[src/nrpe_pkg.sv]
// Shared constants and helpers for the RMC position extractor.
package nrpe_pkg;

  localparam int unsigned LatW   = 27;
  localparam int unsigned LonW   = 30;
  localparam int unsigned FracW  = 3;
  localparam int unsigned IdxW   = 3;
  localparam int unsigned Pow10W = 24;

  localparam logic [LatW-1:0] LatMax = LatW'(99999999);
  localparam logic [LonW-1:0] LonMax = LonW'(999999999);

  localparam logic [IdxW-1:0] HdrLen   = 3'd7;
  localparam logic [2:0]      FieldSat = 3'd7;
  localparam logic [2:0]      FieldStatus = 3'd2;
  localparam logic [2:0]      FieldLat    = 3'd3;
  localparam logic [2:0]      FieldAfterLat = 3'd4;
  localparam logic [2:0]      FieldLon    = 3'd5;

  localparam logic [7:0] ChDollar = 8'h24;
  localparam logic [7:0] ChStar   = 8'h2A;
  localparam logic [7:0] ChComma  = 8'h2C;
  localparam logic [7:0] ChDot    = 8'h2E;
  localparam logic [7:0] ChZero   = 8'h30;
  localparam logic [7:0] ChNine   = 8'h39;
  localparam logic [7:0] ChA      = 8'h41;
  localparam logic [7:0] ChG      = 8'h47;
  localparam logic [7:0] ChP      = 8'h50;
  localparam logic [7:0] ChR      = 8'h52;
  localparam logic [7:0] ChM      = 8'h4D;
  localparam logic [7:0] ChC      = 8'h43;

  function automatic logic [7:0] hdr_char(input logic [IdxW-1:0] idx);
    logic [7:0] ch;
    unique case (idx)
      3'd0: ch = ChDollar;
      3'd1: ch = ChG;
      3'd2: ch = ChP;
      3'd3: ch = ChR;
      3'd4: ch = ChM;
      3'd5: ch = ChC;
      3'd6: ch = ChComma;
      default: ch = 8'h00;
    endcase
    return ch;
  endfunction

  function automatic logic [Pow10W-1:0] pow10(input logic [FracW-1:0] k);
    logic [Pow10W-1:0] p;
    unique case (k)
      3'd0: p = 24'd1;
      3'd1: p = 24'd10;
      3'd2: p = 24'd100;
      3'd3: p = 24'd1000;
      3'd4: p = 24'd10000;
      3'd5: p = 24'd100000;
      3'd6: p = 24'd1000000;
      default: p = 24'd10000000;
    endcase
    return p;
  endfunction

endpackage

[src/nrpe_scale.sv]
// Pads a converted number with missing fraction digits and saturates it.
module nrpe_scale import nrpe_pkg::*; #(
  parameter int unsigned W           = 30,
  parameter logic [W-1:0] MAX        = '1,
  parameter int unsigned FRAC_DIGITS = 4
) (
  input  logic [W-1:0]     acc_i,
  input  logic [FracW-1:0] frac_digits_i,
  output logic [W-1:0]     value_o
);

  localparam logic [FracW-1:0] FracMax = FracW'(FRAC_DIGITS);

  logic [FracW-1:0]    pad;
  logic [W+Pow10W-1:0] product;

  assign pad     = (frac_digits_i < FracMax) ? FracMax - frac_digits_i : '0;
  assign product = {{Pow10W{1'b0}}, acc_i} * {{W{1'b0}}, pow10(pad)};
  assign value_o = (product > {{Pow10W{1'b0}}, MAX}) ? MAX : product[W-1:0];

endmodule

[src/nmea_rmc_position_extractor_top.sv]
// Top level of the RMC sentence parser: header match, field tracking, number conversion.
//
//  channel   dir  fields (tdata/tuser)
//  s_axis    in   tdata[7:0] rx_byte
//  m_axis    out  tdata[26:0] latitude_e4, tdata[56:27] longitude_e4; tuser fix_valid
//
//  One character per cycle while s_axis_tready_o is high; the parser state updates on the accept edge.
//  A result enters the output register at the accept of '*' and is shown the next cycle.
//  Input is taken while the output register is empty or being drained.
//  Reset clears all parser state and the output valid flag (not the output data); no clearing pass.
module nmea_rmc_position_extractor_top import nrpe_pkg::*; #(
  parameter int unsigned FRAC_DIGITS = 4
) (
  input  logic        clk_i,
  input  logic        rst_ni,
  input  logic        s_axis_tvalid_i,
  output logic        s_axis_tready_o,
  input  logic [7:0]  s_axis_tdata_i,   // [7:0] rx_byte
  output logic        m_axis_tvalid_o,
  input  logic        m_axis_tready_i,
  output logic [63:0] m_axis_tdata_o,   // [26:0] latitude_e4, [56:27] longitude_e4, rest zero
  output logic        m_axis_tuser_o    // [0] fix_valid
);

  localparam logic [FracW-1:0] FracMax = FracW'(FRAC_DIGITS);

  logic [IdxW-1:0]  hdr_idx_q, hdr_idx_d;
  logic             in_sent_q, in_sent_d;
  logic [2:0]       field_q, field_d;
  logic             has_chars_q, has_chars_d;
  logic             status_q, status_d;
  logic             lon_done_q, lon_done_d;
  logic             in_frac_q, in_frac_d;
  logic [FracW-1:0] frac_q, frac_d;
  logic             stopped_q, stopped_d;
  logic [LatW-1:0]  lat_q, lat_d;
  logic [LonW-1:0]  lon_q, lon_d;

  logic             out_valid_q, out_valid_d;
  logic             out_fix_q, out_fix_d;
  logic [LatW-1:0]  out_lat_q, out_lat_d;
  logic [LonW-1:0]  out_lon_q, out_lon_d;

  logic             accept;
  logic             load;
  logic [7:0]       ch;
  logic [3:0]       digit;
  logic             is_digit;
  logic [LatW-1:0]  lat_fin;
  logic [LonW-1:0]  lon_fin;
  logic [LatW+3:0]  lat_step;
  logic [LonW+3:0]  lon_step;

  assign ch       = s_axis_tdata_i;
  assign digit    = 4'(ch - ChZero);
  assign is_digit = (ch >= ChZero) && (ch <= ChNine);
  assign accept   = s_axis_tvalid_i && s_axis_tready_o;
  assign s_axis_tready_o = !out_valid_q || m_axis_tready_i;

  nrpe_scale #(.W(LatW), .MAX(LatMax), .FRAC_DIGITS(FRAC_DIGITS)) u_lat_scale (
    .acc_i        (lat_q),
    .frac_digits_i(frac_q),
    .value_o      (lat_fin)
  );

  nrpe_scale #(.W(LonW), .MAX(LonMax), .FRAC_DIGITS(FRAC_DIGITS)) u_lon_scale (
    .acc_i        (lon_q),
    .frac_digits_i(frac_q),
    .value_o      (lon_fin)
  );

  always_comb begin
    logic skip;
    hdr_idx_d   = hdr_idx_q;
    in_sent_d   = in_sent_q;
    field_d     = field_q;
    has_chars_d = has_chars_q;
    status_d    = status_q;
    lon_done_d  = lon_done_q;
    in_frac_d   = in_frac_q;
    frac_d      = frac_q;
    stopped_d   = stopped_q;
    lat_d       = lat_q;
    lon_d       = lon_q;
    load        = 1'b0;
    skip        = 1'b0;
    lat_step    = '0;
    lon_step    = '0;

    if (accept) begin
      if (!in_sent_q) begin
        if (hdr_idx_q < HdrLen && ch == hdr_char(hdr_idx_q)) begin
          hdr_idx_d = hdr_idx_q + 3'd1;
          if (hdr_idx_d == HdrLen) begin
            hdr_idx_d   = '0;
            in_sent_d   = 1'b1;
            field_d     = '0;
            has_chars_d = 1'b0;
            status_d    = 1'b0;
            lon_done_d  = 1'b0;
            in_frac_d   = 1'b0;
            frac_d      = '0;
            stopped_d   = 1'b0;
            lat_d       = '0;
            lon_d       = '0;
          end
        end else begin
          hdr_idx_d = (ch == ChDollar) ? 3'd1 : 3'd0;
        end
      end else if (ch == ChStar) begin
        load      = 1'b1;
        in_sent_d = 1'b0;
        hdr_idx_d = '0;
      end else if (ch == ChComma) begin
        has_chars_d = 1'b0;
        stopped_d   = 1'b1;
      end else if (!(field_q >= FieldStatus && !status_q)) begin
        // start of a new token
        if (!has_chars_q) begin
          if (lon_done_q) begin
            skip = 1'b1;
          end else begin
            has_chars_d = 1'b1;
            if (field_q < FieldSat) field_d = field_q + 3'd1;
            if (field_d == FieldAfterLat) lat_d = lat_fin;
            in_frac_d = 1'b0;
            frac_d    = '0;
            stopped_d = 1'b0;
            if (field_d == FieldStatus) begin
              status_d = (ch == ChA);
              skip     = 1'b1;
            end
            if (field_d == FieldLat) lat_d = '0;
            if (field_d == FieldLon) begin
              lon_d      = '0;
              lon_done_d = 1'b1;
            end
          end
        end
        if (!skip && !stopped_d && (field_d == FieldLat || field_d == FieldLon)) begin
          if (is_digit) begin
            if (!(in_frac_d && frac_d >= FracMax)) begin
              if (in_frac_d) frac_d = frac_d + 3'd1;
              lat_step = {4'd0, lat_d} * (LatW+4)'(10) + (LatW+4)'(digit);
              lon_step = {4'd0, lon_d} * (LonW+4)'(10) + (LonW+4)'(digit);
              if (field_d == FieldLat) begin
                lat_d = (lat_step > {4'd0, LatMax}) ? LatMax : lat_step[LatW-1:0];
              end else begin
                lon_d = (lon_step > {4'd0, LonMax}) ? LonMax : lon_step[LonW-1:0];
              end
            end
          end else if (ch == ChDot && !in_frac_d) begin
            in_frac_d = 1'b1;
          end else begin
            stopped_d = 1'b1;
          end
        end
      end
    end
  end

  always_comb begin
    out_fix_d   = out_fix_q;
    out_lat_d   = out_lat_q;
    out_lon_d   = out_lon_q;
    out_valid_d = out_valid_q && !m_axis_tready_i;
    if (load) begin
      out_valid_d = 1'b1;
      out_fix_d   = status_q && lon_done_q;
      out_lat_d   = out_fix_d ? lat_q : '0;
      out_lon_d   = out_fix_d ? lon_fin : '0;
    end
  end

  always_ff @(posedge clk_i or negedge rst_ni) begin
    if (!rst_ni) begin
      hdr_idx_q   <= '0;
      in_sent_q   <= 1'b0;
      field_q     <= '0;
      has_chars_q <= 1'b0;
      status_q    <= 1'b0;
      lon_done_q  <= 1'b0;
      in_frac_q   <= 1'b0;
      frac_q      <= '0;
      stopped_q   <= 1'b0;
      lat_q       <= '0;
      lon_q       <= '0;
      out_valid_q <= 1'b0;
    end else begin
      hdr_idx_q   <= hdr_idx_d;
      in_sent_q   <= in_sent_d;
      field_q     <= field_d;
      has_chars_q <= has_chars_d;
      status_q    <= status_d;
      lon_done_q  <= lon_done_d;
      in_frac_q   <= in_frac_d;
      frac_q      <= frac_d;
      stopped_q   <= stopped_d;
      lat_q       <= lat_d;
      lon_q       <= lon_d;
      out_valid_q <= out_valid_d;
    end
  end

  always_ff @(posedge clk_i) begin
    out_fix_q <= out_fix_d;
    out_lat_q <= out_lat_d;
    out_lon_q <= out_lon_d;
  end

  assign m_axis_tvalid_o = out_valid_q;
  assign m_axis_tuser_o  = out_fix_q;
  assign m_axis_tdata_o  = {{(64-LatW-LonW){1'b0}}, out_lon_q, out_lat_q};

  a_hdr_idx_range: assert property (@(posedge clk_i) disable iff (!rst_ni)
    hdr_idx_q < HdrLen) else $error("header index out of range");

  a_frac_range: assert property (@(posedge clk_i) disable iff (!rst_ni)
    frac_q <= FracMax) else $error("fraction digit count exceeds limit");

  a_lon_field: assert property (@(posedge clk_i) disable iff (!rst_ni)
    lon_done_q |-> field_q == FieldLon) else $error("longitude flag without field five");

  a_status_field: assert property (@(posedge clk_i) disable iff (!rst_ni)
    status_q |-> field_q >= FieldStatus) else $error("status set before status field");

  a_invalid_zero: assert property (@(posedge clk_i) disable iff (!rst_ni)
    (m_axis_tvalid_o && !m_axis_tuser_o) |-> (out_lat_q == '0 && out_lon_q == '0))
    else $error("invalid fix carries nonzero position");

endmodule

[config.mk]
export PLATFORM = sky130hd
export DESIGN_NAME = nmea_rmc_position_extractor_top
export DESIGN_NICKNAME = d
export VERILOG_FILES = /design/src/nrpe_pkg.sv /design/src/nrpe_scale.sv /design/src/nmea_rmc_position_extractor_top.sv
export SDC_FILE = /design/constraint.sdc
export NUM_CORES = 2
export LEC_CHECK = 0
export ABC_AREA = 1
export BUFFER_PORTS_ARGS = -buffer_cell sky130_fd_sc_hd__buf_2
export CELL_PAD_IN_SITES_DETAIL_PLACEMENT = 2
export CELL_PAD_IN_SITES_GLOBAL_PLACEMENT = 2
export CORE_MARGIN = 5
export CORE_UTILIZATION = 25
export CTS_BUF_LIST = sky130_fd_sc_hd__clkbuf_8 sky130_fd_sc_hd__clkbuf_16
export CTS_CLUSTER_SIZE = 12
export DETAILED_ROUTE_END_ITERATION = 8
export PLACE_DENSITY_LB_ADDON = 0.1
export SYNTH_ARGS = -nofsm -noshare
export SYNTH_HDL_FRONTEND = slang
export SYNTH_HIERARCHICAL = 1
export SYNTH_SLANG_ARGS = --single-unit
[constraint.sdc]
create_clock -name clk_i -period 13.6 [get_ports clk_i]
set_clock_uncertainty 0.1 [all_clocks]
set_input_delay 2.72 -clock clk_i [delete_from_list [all_inputs] [get_ports clk_i]]
set_output_delay 2.72 -clock clk_i [all_outputs]
set_load 0.02 [all_outputs]
-- After elaboration in Yosys (flattened, before gate mapping)
Index checks and enable logic that the tools add are counted.
- register bits: 131
- output and inout port bits: 67
- word-level logic and storage cells: 253
- $add $sub $neg: 7
- multipliers: 4
- $lt $le $gt $ge: 11
- equality and inequality tests: 33
- multiplexer cells: 153
- bitwise gates (word level): 1
- reduce and logical (&&, ||, !) cells: 28
- operators with widths (kind ; count):
    30-bit 2-to-1 mux ; 20
    27-bit 2-to-1 mux ; 21
    24-bit one-hot mux with 7 select lines ; 1
    3-bit 2-to-1 mux ; 41
    1-bit 2-to-1 mux ; 67
    54-bit by 30-bit greater-than comparator with 1-bit output, second input constant ; 1
    30-bit by 24-bit multiplier with 54-bit output ; 1
    51-bit by 27-bit greater-than comparator with 1-bit output, second input constant ; 1
    27-bit by 24-bit multiplier with 51-bit output ; 1
    7-bit one-hot mux with 7 select lines ; 1
    34-bit by 4-bit adder with 34-bit output ; 1
    34-bit by 30-bit greater-than comparator with 1-bit output, second input constant ; 1
    30-bit by 3-bit multiplier with 33-bit output, second input constant ; 1
    8-bit by 6-bit == test with 1-bit output, second input constant ; 4
    31-bit by 4-bit adder with 31-bit output ; 1
    31-bit by 27-bit greater-than comparator with 1-bit output, second input constant ; 1
    3-bit == test, second input constant ; 10
    27-bit by 3-bit multiplier with 30-bit output, second input constant ; 1
    3-bit by 2-bit == test with 1-bit output, second input constant ; 7
    8-bit 2-to-1 mux ; 2
    1-bit logical AND ; 10
    2-bit != test, second input constant ; 5
    3-bit by 1-bit adder with 3-bit output, second input constant ; 3
    3-bit < comparator, second input constant ; 3
    22 further kinds ; 32

-- Longest topological paths before layout
- depth after elaboration: 31
- mapped depth: 74
- gate-level depth less buffers: 73

-- Modules after synthesis
Netlist, hierarchy kept.
- modules (own cells, without submodules) (module ; instances ; cells an instance ; area an instance (um2) ; sequential area each (um2)):
    nrpe_scale (u_lon_scale) ; 1 ; 2974 ; 22278.9 ; 0.0
    nrpe_scale (u_lat_scale) ; 1 ; 2616 ; 19936.6 ; 0.0
    nmea_rmc_position_extractor_top ; 1 ; 2216 ; 13909.6 ; 3568.4

-- Worst setup path before layout
No wires, ideal clock.
- path kind: reg2reg
- start: register frac_q[0]
- end: register lat_q[11]
- setup time: 0.117 ns
- arrival time: 10.955 ns
- data required time: 13.383 ns
- slack: 2.428 ns
- stages on the path, launching flop included: 63
- buffers on the path: 3
- period minus slack after synthesis: 11.172 ns
- path through: dfrtp_1 inv_1 ha_1 ha_1 a21oi_1 nand2_1 nor3_1 clkinv_1 clkbuf_1 nor2_1 inv_1 fa_1 inv_1 fa_1 inv_1 fa_1 inv_1 fa_1 [... 27 more ...] a21oi_1 nand3_1 nor2_1 nand2_1 nor2_1 nand3_1 nor2_2 nand2_1 xor2_1 nor2_1 nand2_1 o21bai_2 nand2_2 buf_4 nand3b_1 nand2_1 nand2_1 nand2_1
- cells in the longest elaborated chain, start to end: 28
- elaborated cells on any way between the ends: 44
- those cells by class: add/sub: 2; mul: 2; order compare: 4; eq/ne: 6; mux: 28; reduce/logical: 2
- ends and longest elaborated chain (what ; RTL line ; RTL):
    start: declaration ; nmea_rmc_position_extractor_top.sv:34 ; logic [FracW-1:0] frac_q, frac_d;
    start signal: assignment ; nmea_rmc_position_extractor_top.sv:197 ; frac_q <= frac_d;
    3-bit subtractor or 3-bit < comparator (tied branches) ; nrpe_scale.sv:17 ; assign pad = (frac_digits_i < FracMax) ? FracMax - frac_digits_i : '0;
    3-bit 2-to-1 mux * ; nrpe_scale.sv:17 ;
    3-bit == test, or another cell as far along ; nrpe_pkg.sv:50 ; unique case (k)
    24-bit one-hot mux with 7 select lines * ; nrpe_pkg.sv:50 ;
    27-bit by 24-bit multiplier with 51-bit output * ; nrpe_scale.sv:18 ; assign product = {{Pow10W{1'b0}}, acc_i} * {{W{1'b0}}, pow10(pad)};
    51-bit by 27-bit greater-than comparator with 1-bit output ; nrpe_scale.sv:19 ; assign value_o = (product > {{Pow10W{1'b0}}, MAX}) ? MAX : product[W-1:0];
    27-bit 2-to-1 mux * ; nrpe_scale.sv:19 ;
    via lat_fin[3] ; nmea_rmc_position_extractor_top.sv:49 ; logic [LatW-1:0] lat_fin;
    [... 13 more ...] ; n/a ;
    27-bit 2-to-1 mux * ; nmea_rmc_position_extractor_top.sv:146 ; if (field_d == FieldLat) begin
    27-bit 2-to-1 mux * ; nmea_rmc_position_extractor_top.sv:142 ; if (!(in_frac_d && frac_d >= FracMax)) begin
    27-bit 2-to-1 mux * ; nmea_rmc_position_extractor_top.sv:141 ; if (is_digit) begin
    27-bit 2-to-1 mux * ; nmea_rmc_position_extractor_top.sv:140 ; if (!skip && !stopped_d && (field_d == FieldLat || field_d == FieldLon)) begin
    27-bit 2-to-1 mux * ; nmea_rmc_position_extractor_top.sv:117 ; end else if (!(field_q >= FieldStatus && !status_q)) begin
    27-bit 2-to-1 mux * ; nmea_rmc_position_extractor_top.sv:114 ; end else if (ch == ChComma) begin
    27-bit 2-to-1 mux * ; nmea_rmc_position_extractor_top.sv:110 ; end else if (ch == ChStar) begin
    27-bit 2-to-1 mux * ; nmea_rmc_position_extractor_top.sv:91 ; if (!in_sent_q) begin
    end signal: assignment ; nmea_rmc_position_extractor_top.sv:199 ; lat_q <= lat_d;
    end: declaration ; nmea_rmc_position_extractor_top.sv:36 ; logic [LatW-1:0] lat_q, lat_d;
Mark *: on every way through the listed nets, which the timed path passes. The rest lies on a longest branch. The select of a mux whose other input is x is not followed.
A chain may end at the register's enable or synchronous reset.

-- Worst setup path after layout
- start: register frac_q[0]
- end: register lat_q[3]
- cells in the longest elaborated chain, start to end: 28
- elaborated cells on any way between the ends: 44
- those cells by class: add/sub: 2; mul: 2; order compare: 4; eq/ne: 6; mux: 28; reduce/logical: 2
- ends and longest elaborated chain (what ; RTL line):
    3-bit subtractor or 3-bit < comparator (tied branches) ; nrpe_scale.sv:17
    3-bit 2-to-1 mux * ; nrpe_scale.sv:17
    3-bit == test, or another cell as far along ; nrpe_pkg.sv:50
    24-bit one-hot mux with 7 select lines * ; nrpe_pkg.sv:50
    27-bit by 24-bit multiplier with 51-bit output * ; nrpe_scale.sv:18
    51-bit by 27-bit greater-than comparator with 1-bit output ; nrpe_scale.sv:19
    27-bit 2-to-1 mux * ; nrpe_scale.sv:19
    via lat_fin[3] ; nmea_rmc_position_extractor_top.sv:49
    [... 13 more ...] ; n/a
    27-bit 2-to-1 mux ; nmea_rmc_position_extractor_top.sv:146
    27-bit 2-to-1 mux ; nmea_rmc_position_extractor_top.sv:142
    27-bit 2-to-1 mux ; nmea_rmc_position_extractor_top.sv:141
    27-bit 2-to-1 mux * ; nmea_rmc_position_extractor_top.sv:140
    27-bit 2-to-1 mux * ; nmea_rmc_position_extractor_top.sv:117
    27-bit 2-to-1 mux * ; nmea_rmc_position_extractor_top.sv:114
    27-bit 2-to-1 mux * ; nmea_rmc_position_extractor_top.sv:110
    27-bit 2-to-1 mux * ; nmea_rmc_position_extractor_top.sv:91
Marks and branches as above.

==> results.py <==
metrics = {
    "clock_tree": {
        "htree_num_levels": 4,
        "cts.path.max_buffers": 2,
        "postCtsHoldBufs": 0,
        "clk_latency_ns": 0.50,
        "clk_pin_slew_ns": 0.08,
        "cts_buffers": 17,
        "cts_tree": "built",
        "root_buffer": "clkbuf_16",
        "cts_num_sinks": 131,
    },
    "drt": {
        "firstDrtPassIters": 5,
        "vias_per_cell": 4.52,
        "ant_nets": 0,
        "wl_um": 247000,
        "wl_per_cell_um": 22.3,
        "vias": 49884,
        "first_iter_violations": 2191,
        "drc": 0,
    },
    "timing": {
        "maxSlewHeadroom_pct": 24.5,
        "post-route-period-util_pct": 94.8,
        "fin_crit_ns": 12.89,
        "max_freq_mhz": 77.6,
        "tightest_slew_ns": 1.13,
        "drv_slew": 0,
        "finalSetupViolations": 0,
        "whs_ns": 0.422,
        "finalHoldViolCount": 0,
    },
    "synth": {
        "seq_area_frac_synth_pct": 6.36,
        "ys_async_sr_fraction_pct": 55.7,
        "synth_edf_count": 58,
        "synth_ff_type": "dfrtp_1",
        "ys_types": 62,
        "ys_seq_elements": 131,
        "synth_area_mm2": 0.0561,
        "syn_area_per_cell_um2": 7.19,
        "ys_warn_count": 6,
        "syn_inst": 7806,
    },
    "finish": {
        "num-nets-final": 9606,
        "finalNonFillerCells": 11033,
        "regArea_mm2": 0.00357,
        "drive_gt1_share_pct": 7.17,
        "fill_cells": 26565,
        "mostFrequentLayoutCell": "inv_1",
        "final_cell_mix": "2,097 x inv_1, 1,761 x nand2_1, 995 x fa_1, 882 x nor2_1, 555 x ha_1",
        "utilization_pct": 28.0,
        "syn2layout_area_growth_pct": 11.8,
        "multiInputGateArea_mm2": 0.0448,
    },
    "critical_path": {
        "r2r_setup_slack_ns": 0.71,
        "critPathSlowestCell": "fa_2",
        "crit_path_max_incr_delay_ns": 0.57,
        "r2r-start": "frac_q[0]",
        "worstRegToRegCells": 64,
        "cp-start-kind": "flop",
        "worstSetupEndpointType": "flop",
        "critPathRequiredTime_ns": 13.87,
        "reg2reg_to": "lat_q[3]",
        "crit_type": "reg -> reg",
        "worst-endpoint-arrival_ns": 13.16,
        "cp_common_cell": "nand2_1",
        "cp_max_fo": 23,
    },
    "placement": {
        "gp_congestion": 0.863,
        "dp_cells": 10984,
        "place_hpwl_um": 219000,
        "io_buffers": 71,
    },
    "min_path": {
        "hold_start": "stopped_q",
        "worst_hold_path_type": "reg -> reg",
        "hold_depth": 2,
        "holdPathEnd": "stopped_q",
    },
    "die": {
        "core-area_mm2": 0.224,
        "fp.dieW_um": 484,
        "io_pins": 79,
        "fp.dieH_um": 484,
        "start_util_pct": 25.1,
        "dieArea_mm2": 0.234,
        "row_count": 174,
    },
    "pwr": {
        "power_mw": 7.82,
        "power_leakage_nw": 33.9,
        "p_sw_mw": 5.01,
        "power_density_mw_per_mm2": 125,
        "switching_share_pct": 64.1,
        "vdd_drop_max_mv": 0.133,
        "seq_power_share_pct": 7.2,
        "pwr-share-clk_pct": 6.2,
        "p_comb_share_pct": 86.6,
        "internal_power_mw": 2.80,
    },
    "global_routing": {
        "grt_usage_pct": 21.0,
        "grt_antenna_before_repair": 8,
        "grt_remaining_overflow": 0,
        "grt_pass1_vias": 56896,
        "grt_max_degree": 62,
        "grt_first_pass_wirelength_um": 371000,
    },
    "run_status": {
        "status": "completed",
    },
    "flow_run": {
        "drv_cap": 0,
    },
}
## what timing repair did
item / in CTS / in global routing
resized for setup: 13 / 163
pin swaps: 1 / 12
gates cloned: 0 / 4
setup endpoints to repair: 25 / 27
setup buffers: 2 / 7
## synth_stat cells (10+ instances only)
library cell | count | area share [%]
clkinv_1 | 18 | 0.12
nor4_1 | 11 | 0.12
dfrtp_1 | 73 | 3.3
inv_2 | 29 | 0.19
o21ai_0 | 106 | 0.95
o21bai_1 | 11 | 0.15
ha_1 | 569 | 13
a21oi_1 | 215 | 1.9
nor3_1 | 48 | 0.43
nand2_1 | 1784 | 12
nand4_1 | 85 | 0.95
nor2_2 | 44 | 0.49
xnor2_1 | 19 | 0.30
a211oi_1 | 13 | 0.17
a21o_1 | 10 | 0.13
nor2_1 | 942 | 6.3
edfxtp_1 | 58 | 3.1
xor2_1 | 51 | 0.80
nand3_1 | 266 | 2.4
buf_4 | 11 | 0.15
o211ai_1 | 16 | 0.21
nand3b_1 | 47 | 0.63
nand3_2 | 10 | 0.18
clkbuf_1 | 123 | 0.82
fa_1 | 1001 | 36
nand2_2 | 23 | 0.26
o21ai_1 | 20 | 0.18
inv_1 | 2103 | 14
## cell type report
type / count / share of cell area, %
repair buffers: 263 / 3.18
clock inverters: 15 / 0.219
inverters: 2150 / 12.9
diodes: 4 / 0.0160
flip-flops and latches: 131 / 5.69
well taps: 2992 / 5.97
multi-input cells: 5460 / 71.3
repair inverters: 1 / 0.0140
clock buffers: 17 / 0.678
## power groups by stage
stage | Clock, mW | Combinational (mW) | Sequential [mW]
floorplan | 0 | 3.95 | 0.491
global placement | 0 | 6.52 | 0.570
detailed placement | 0 | 6.58 | 0.571
CTS | 0.506 | 6.67 | 0.563
global route | 0.520 | 7.54 | 0.568
finish | 0.485 | 6.77 | 0.560
## worst max path at each step
stage                end  cells after the start      start
5_1_grt         lat_q[1]                     69  frac_q[0]
2_1_floorplan  lat_q[11]                     62  frac_q[0]
3_5_place_dp    lat_q[1]                     61  frac_q[0]
6_report        lat_q[3]                     64  frac_q[0]
3_3_place_gp    lat_q[5]                     62  frac_q[0]
4_1_cts         lat_q[0]                     64  frac_q[0]
## layer usage
layer | global-route usage, % | share of wire, %
met5 | 0.347 | 0.046
met4 | 3.70 | 1.6
met3 | 2.43 | 3.3
met2 | 32.9 | 44
met1 | 31.4 | 51
## cells by family after synthesis
family                     after synthesis  synth area share, %
buffers and inverters                 2309                 15.6
adders and majority gates             1570                 48.4
xor gates and xnor gates                74                 1.21
other                                    3               0.0201
DFF                                    131                 6.36
and+or+nand+nor                       3292                 24.2
muxes                                    1               0.0178
AOI/OAI and AO/OA                      426                 4.19
## critical path, delay by kind of cell, from the launching register on
family          cells  cell delay, ns
compound gates      7            1.29
xor+xnor            2            0.41
fa+ha+maj          13            5.35
buf+inv            14            1.79
flops               1            0.35
simple gates       28            3.45
## stage by stage
| stage | setup WS (ns) | setup TNS, ns | instance area (um2) |
|---|---|---|---|
| 3_5_place_dp | -0.185 | -2.16 | 61400 |
| 2_1_floorplan | 2.43 | 0 | 56500 |
| 6_report | 0.712 | 0 | 62700 |
| 3_3_place_gp | -0.100 | -0.776 | 61400 |
| 4_1_cts | 0.0205 | 0 | 62000 |
| 5_1_grt | -0.0348 | -0.0747 | 62700 |
## registers in the layout, summed over array words and instances, names as in the netlist, 3 cells and up
name,cells
frac_q,3
field_q,3
hdr_idx_q,3
lat_q,27
out_lat_q,27
lon_q,30
out_lon_q,30
(Power assumes the default switching activity.)
